### config.mk
export PLATFORM = sky130hd
export DESIGN_NAME = satt_ctrl
export DESIGN_NICKNAME = d
export VERILOG_FILES = /design/src/rtl/satt_pkg.sv /design/src/rtl/satt_ctrl.sv
export VERILOG_INCLUDE_DIRS = /design/src /design/src/rtl
export SDC_FILE = /design/constraint.sdc
export NUM_CORES = 1
export LEC_CHECK = 0
export BUFFER_PORTS_ARGS = -buffer_cell sky130_fd_sc_hd__buf_2
export CORE_AREA = 2 2 39 41
export DETAILED_ROUTE_END_ITERATION = 7
export DIE_AREA = 0 0 41 43
export GPL_TIMING_DRIVEN = 0
export PLACE_DENSITY = 0.43
export SKIP_LAST_GASP = 1
export SYNTH_ARGS = -nofsm -noshare
export SYNTH_HDL_FRONTEND = slang
export SYNTH_SLANG_ARGS = --single-unit
### constraint.sdc
create_clock -name clk_i -period 2.8 [get_ports clk_i]
set_input_delay 0.42 -clock clk_i [delete_from_list [all_inputs] [get_ports clk_i]]
set_output_delay 0.42 -clock clk_i [all_outputs]
set_load 0.02 [all_outputs]
### src/rtl/set_assoc_transposition_table_defines.svh
// Assertion macros used by the transposition table controller.
`ifndef SET_ASSOC_TRANSPOSITION_TABLE_DEFINES_SVH
`define SET_ASSOC_TRANSPOSITION_TABLE_DEFINES_SVH

`ifndef SYNTHESIS
// Clocked assertion with a fixed message.
`define SATT_ASSERT(lbl, clk, rstn, prop) \
  lbl: assert property (@(posedge clk) disable iff (!rstn) (prop)) \
    else $error("satt: assertion failed");
// Clocked assertion with a caller message.
`define SATT_ASSERT_MSG(lbl, clk, rstn, prop, msg) \
  lbl: assert property (@(posedge clk) disable iff (!rstn) (prop)) \
    else $error(msg);
`else
`define SATT_ASSERT(lbl, clk, rstn, prop)
`define SATT_ASSERT_MSG(lbl, clk, rstn, prop, msg)
`endif

`endif

### src/rtl/satt_pkg.sv
// Types, constants and helpers shared by the transposition table modules.
package satt_pkg;

  // Table geometry
  localparam int unsigned CLUSTERS_DEF = 1024;
  localparam int unsigned SATT_WAYS    = 4;
  localparam int unsigned WAY_W        = 2;

  // Remainder unit: key bits folded in per step
  localparam int unsigned KEY_W        = 64;
  localparam int unsigned DIGIT_W      = 16;
  localparam int unsigned DIGITS       = KEY_W / DIGIT_W;
  localparam int unsigned DIGIT_CNT_W  = $clog2(DIGITS);

  // Replacement scoring
  localparam logic [10:0] VICTIM_STALE = 11'd1000;
  localparam logic [10:0] VICTIM_BASE  = 11'd255;

  // Configuration defaults
  localparam logic [14:0] MATE_THR_RST = 15'd31000;
  localparam logic [7:0]  CUR_GEN_RST  = 8'd0;

  typedef enum logic [0:0] {
    CFG_MATE_THR = 1'b0,
    CFG_CUR_GEN  = 1'b1
  } satt_cfg_e;

  typedef enum logic [0:0] {
    OP_PROBE = 1'b0,
    OP_STORE = 1'b1
  } satt_op_e;

  typedef struct packed {
    satt_op_e           opcode;
    logic [63:0]        key;
    logic [7:0]         ply;
    logic signed [7:0]  store_depth;
    logic signed [15:0] score_in;
    logic [1:0]         bound_flag;
    logic [15:0]        packed_move;
  } satt_req_t;

  typedef struct packed {
    logic               found;
    logic [1:0]         way;
    logic signed [15:0] score_out;
    logic signed [7:0]  depth_out;
    logic [1:0]         flag_out;
    logic [15:0]        move_out;
    logic [7:0]         generation_out;
  } satt_rsp_t;

  // One stored entry and one set of four
  typedef struct packed {
    logic [63:0]        key;
    logic signed [15:0] score;
    logic signed [7:0]  depth;
    logic [1:0]         flag;
    logic [15:0]        move;
    logic [7:0]         gen;
  } satt_entry_t;

  typedef satt_entry_t [SATT_WAYS-1:0] satt_row_t;

  // Controller to datapath
  typedef struct packed {
    logic clr_step;
    logic load_in;
    logic mod_step;
    logic rd_en;
    logic commit;
  } satt_cmd_t;

  // Datapath to controller
  typedef struct packed {
    logic clr_last;
    logic mod_last;
  } satt_sts_t;

  function automatic bit is_pow2(int unsigned n);
    return (n & (n - 1)) == 0;
  endfunction

  function automatic int unsigned idx_width(int unsigned n);
    return (n > 1) ? $clog2(n) : 1;
  endfunction

endpackage

### src/rtl/satt_ctrl.sv
// Controller: clearing pass, request sequencing and output valid.
`include "set_assoc_transposition_table_defines.svh"

module satt_ctrl #(
  parameter int unsigned CLUSTERS = satt_pkg::CLUSTERS_DEF
) (
  input  logic                clk_i,
  input  logic                rst_ni,
  input  logic                in_valid_i,
  output logic                in_stall_o,
  output logic                out_valid_o,
  input  logic                out_stall_i,
  output satt_pkg::satt_cmd_t cmd_o,
  input  satt_pkg::satt_sts_t sts_i
);
  import satt_pkg::*;

  localparam bit NEED_MOD = (CLUSTERS > 1) && !is_pow2(CLUSTERS);

  typedef enum logic [4:0] {
    ST_CLEAR = 5'b00001,
    ST_IDLE  = 5'b00010,
    ST_MOD   = 5'b00100,
    ST_READ  = 5'b01000,
    ST_EVAL  = 5'b10000
  } ctrl_state_e;

  ctrl_state_e state_q;
  ctrl_state_e state_d;
  ctrl_state_e start_st;
  logic        out_valid_q;
  logic        out_valid_d;
  logic        commit;
  logic        accept;

  assign start_st = NEED_MOD ? ST_MOD : ST_READ;

  // Result goes out when the output register is free or drains this cycle
  assign commit     = (state_q == ST_EVAL) && (!out_valid_q || !out_stall_i);
  assign in_stall_o = !((state_q == ST_IDLE) || commit);
  assign accept     = in_valid_i && !in_stall_o;

  always_comb begin
    state_d        = state_q;
    cmd_o          = '0;
    cmd_o.load_in  = accept;
    cmd_o.commit   = commit;
    unique case (state_q)
      ST_CLEAR: begin
        cmd_o.clr_step = 1'b1;
        if (sts_i.clr_last) begin
          state_d = ST_IDLE;
        end
      end
      ST_IDLE: begin
        if (accept) begin
          state_d = start_st;
        end
      end
      ST_MOD: begin
        cmd_o.mod_step = 1'b1;
        if (sts_i.mod_last) begin
          state_d = ST_READ;
        end
      end
      ST_READ: begin
        cmd_o.rd_en = 1'b1;
        state_d     = ST_EVAL;
      end
      ST_EVAL: begin
        if (commit) begin
          state_d = accept ? start_st : ST_IDLE;
        end
      end
      default: state_d = ST_CLEAR;
    endcase
  end

  assign out_valid_d = commit || (out_valid_q && out_stall_i);

  always_ff @(posedge clk_i or negedge rst_ni) begin
    if (!rst_ni) begin
      state_q     <= ST_CLEAR;
      out_valid_q <= 1'b0;
    end else begin
      state_q     <= state_d;
      out_valid_q <= out_valid_d;
    end
  end

  assign out_valid_o = out_valid_q;

  // Checks
  `SATT_ASSERT(a_commit_sets_valid, clk_i, rst_ni, cmd_o.commit |=> out_valid_q)
  `SATT_ASSERT_MSG(a_no_overwrite, clk_i, rst_ni, cmd_o.commit |-> (!out_valid_q || !out_stall_i), "satt: pending result overwritten")
  `SATT_ASSERT(a_read_then_eval, clk_i, rst_ni, cmd_o.rd_en |=> (state_q == ST_EVAL))
  `SATT_ASSERT_MSG(a_accept_starts, clk_i, rst_ni, accept |=> ((state_q == ST_MOD) || (state_q == ST_READ)), "satt: accepted request not started")

endmodule

======== Word-level counts from Yosys, hierarchy flattened ========
Cells that the tools add are included.
storage, ports and cells
  bits in registers ....................... 6
  bits of input ports ..................... 6
  output and inout port bits .............. 7
  logic and storage cells ................. 30
operators by class
  equality and inequality tests ........... 9
  multiplexer cells ....................... 9
  reductions and logical operators ........ 10
operators with widths
  operator                                        count
  one-hot mux 5 bit (5 select lines)              1
  2-to-1 mux 5 bit                                4
  != test 2 bit (second input constant)           4
  == test 5 x 1 -> 1 bit (second input constant)  1
  == test 5 x 2 -> 1 bit (second input constant)  1
  == test 5 x 3 -> 1 bit (second input constant)  1
  == test 5 x 4 -> 1 bit (second input constant)  1
  == test 5 bit (second input constant)           1
  2-to-1 mux 4 bit                                1
  AND reduction 4 bit                             1
  logical AND 1 bit                               3
  logical NOT 1 bit                               3
  logical OR 1 bit                                3
  2-to-1 mux 1 bit                                3

======== Logic depth before layout (Yosys ltp) ========
  word-level depth ........................ 8
  mapped depth ............................ 4
  gate-level depth less buffers ........... 3

======== Worst setup path before layout ========
Ideal clock, no wire load.
  path type ............................... register to output
  start ................................... register state_q[0]
  end ..................................... output cmd_o[4] (netlist bit)
  arrival time ............................ 1.288 ns
  data required time ...................... 2.380 ns
  setup slack ............................. 1.092 ns
  stages on the path, launching flop included .. 3
  path buffers ............................ 0
  cell sequence ........................... dfstp_2 -> inv_1 -> nor4_1
RTL lines
  item                      RTL line         source
  start: declaration        satt_ctrl.sv:28  ctrl_state_e state_q;
  start signal: assignment  satt_ctrl.sv:86  state_q <= state_d;
  end: declaration          satt_ctrl.sv:13  output satt_pkg::satt_cmd_t cmd_o,

======== Final worst setup path ========
  start ................................... register state_q[1]
  end ..................................... output cmd_o[3] (netlist bit)
between the ends
  longest elaborated chain between the ends .. 4
  elaborated cells on any way between the ends .. 5
  classes of those cells .................. eq/ne: 2; reduce/logical: 3
ends and longest elaborated chain
  item                 RTL line         source
  == test 5 bit        satt_ctrl.sv:39  assign commit = (state_q == ST_EVAL) && (!out_valid_q || !out_stall_i);
  logical AND 1 bit    satt_ctrl.sv:39
  logical OR 1 bit *   satt_ctrl.sv:40  assign in_stall_o = !((state_q == ST_IDLE) || commit);
  logical AND 1 bit *  satt_ctrl.sv:41  assign accept = in_valid_i && !in_stall_o;
Mark *: on every way between the ends. The rest lies on a longest branch, timed or not.

==> impl_metrics.tcl <==
set metrics [dict create \
    yosys.cell_types.count 23 \
    firstDrtPassIters 2 \
    synth_warnings 0 \
    cp-end-kind "primary output" \
    maxCapViolCount 0 \
    htree_levels 1 \
    post-place-ws_ns 1.032 \
    status "complete, no violations" \
    wl_um 680 \
    drt_iter0_markers 3 \
    cts-buffers-inserted 3 \
    die_y_um 43 \
    reg2reg_from "state_q[1]" \
    power_mw 0.3287 \
    grt.total_usage_pct 9.798 \
    grt_pass1_vias 255 \
    fin_skew_ns 0.001615 \
    setup_slack_ns 0.8610 \
    syn_inst 39 \
    layout.nets 61 \
    final_common_cell "buf_2" \
    finalMaxSlewViolations 0 \
    grt_start_max_net_pins 10 \
    start_util_pct 22.97 \
    final.setup.tns_ns 0 \
    port_buffers 10 \
    finalCritPeriodShare_pct 69.25 \
    slowest_stage "dfrtp_1" \
    rsz0062_at_grt "false" \
    area_growth_pct 33.46 \
    dp_cells 65 \
    timing.fmax_mhz 515.7 \
    top_layer_used "met3" \
    hold_violations 0 \
    drive_above_1_share_pct 31.48 \
    clk_latency_ns 0.24 \
    wl_met2_um 347 \
    power_density_nw_per_um2 775.0 \
    yosysTopAreaCell "dfrtp_1" \
    utilization_pct 30.65 \
    grt_pass1_wl_um 1069 \
    io_pins 13 \
    met3_length_um 21 \
    num_rows 14 \
    cts_sinks 5 \
    synth_top_area_share_pct 31.50 \
    cpPeakStageDelay_ns 0.46 \
    postCtsSetupBuffers 0 \
    vdd_drop_max_v 0.0002366 \
    synth_area_leaders "dfrtp_1, dfstp_2, buf_4" \
    core-area_um2 1384 \
    path_clk_slew_ns 0.04 \
    vias_per_cell 4.271 \
    cts_tree "built" \
    vias 299 \
    cts_resized 0 \
    cp_cell_sequence "or2b_1, o21ai_1, and3_1, buf_4, buf_2" \
    final_cell_mix "buf_2, nand2_1, dfrtp_1" \
    gp_congestion 0.7165 \
    wl_per_cell_um 9.714 \
    worstSetupPathType "reg -> out" \
    fin_cells 70 \
    die_x_um 41 \
    syn_nets 45 \
    seq_area_frac_synth_pct 39.76 \
    critPathLaunchType "flip-flop" \
    ys_seq_elements 5 \
    wl_met1_um 310 \
    crit_start "state_q[1]" \
    hp-class "in -> reg" \
    root_buffer "clkbuf_4" \
    synth_area_per_cell_um2 8.149 \
    leakagePower_nw 0.2359 \
    arrival_ns 1.52 \
    drc 0 \
    grt-ovfl-total 0 \
    min_from "out_stall_i" \
    path_max_fanout 9 \
    detail-route-antenna-nets 0 \
    min_period_ns 1.939 \
    cts_hold_buf 1 \
    dieArea_um2 1763 \
    cts_buffer_depth 2 \
    required_ns 2.38 \
    antenna_found_initial 0 \
    diodes 0 \
    place_hpwl_um 522.9 \
    setup_viol 0 \
    synth_area_um2 317.8 \
]
-- worst paths after layout --
kind,endpoint,cells past startpoint,slack [ns]
max,cmd_o[3],5,0.86
min reg2reg,out_valid_o,2,0.51
min in group asynchronous,state_q[3],2,0.52
max reg2reg,state_q[0],3,1.58
max in group asynchronous,state_q[0],2,2.07
min,out_valid_o,3,0.42
-- cells by family after synthesis --
kind of cell | Yosys count | share of synthesized area [%]
AOI/OAI and AO/OA | 7 | 13.78
buffers and inverters | 6 | 10.63
DFF | 5 | 39.77
other | 1 | 1.180
and+or+nand+nor | 20 | 34.64
-- registers in the layout, indices dropped and copies added (netlist names) --
name,count
out_valid_o,1
state_q,4
-- critical path, delay by kind of cell (launching register included) --
family / cells / cell delay [ns]
flops: 1 / 0.46
buf+inv: 2 / 0.24
compound gates: 1 / 0.15
simple gates: 2 / 0.44
-- where the power goes --
part           total [mW]  switching (mW)  internal, mW
sequential          0.122          0.0289        0.0935
clock              0.0808          0.0271        0.0537
combinational       0.125          0.0699        0.0556
total               0.329           0.126         0.203
-- final cells by class --
type / instances / area (um^2)
inverter: 3 / 11.26
fill: 153 / 959.7
buffer: 3 / 22.52
timing repair buffer: 11 / 60.06
tap: 16 / 20.02
clock buffer: 4 / 26.28
sequential: 5 / 126.4
multi-input combinational: 28 / 157.7
-- cells in the mapped netlist --
master / count
a211o_1: 1
a21oi_1: 1
a31oi_1: 1
a32oi_1: 1
and2_1: 2
and3_1: 2
and3b_1: 1
buf_4: 3
conb_1: 1
dfrtp_1: 4
dfstp_2: 1
inv_1: 3
nand2_1: 4
nand2b_1: 1
nand3_1: 1
nor2_1: 3
nor2b_1: 2
nor3_1: 1
nor3b_1: 1
nor4_1: 1
o21ai_0: 2
o21ai_1: 1
or2b_1: 1
-- layer usage --
metal / vias up / GRT usage (%)
li1: 159 / -
met1: 134 / 10.82
met2: 6 / 13.44
met3: 0 / 3.141
met4: 0 / 10.00
met5: - / 0
-- per-stage QoR --
stage	hold WS (ns)	cell area (um^2)
2_1_floorplan	0.1244	317.8
6_report	0.4159	424.2
3_3_place_gp	0.2395	387.9
3_5_place_dp	0.2369	387.9
5_1_grt	0.4273	424.2
4_1_cts	0.4092	424.2
Power figures use the tool's default switching activity.
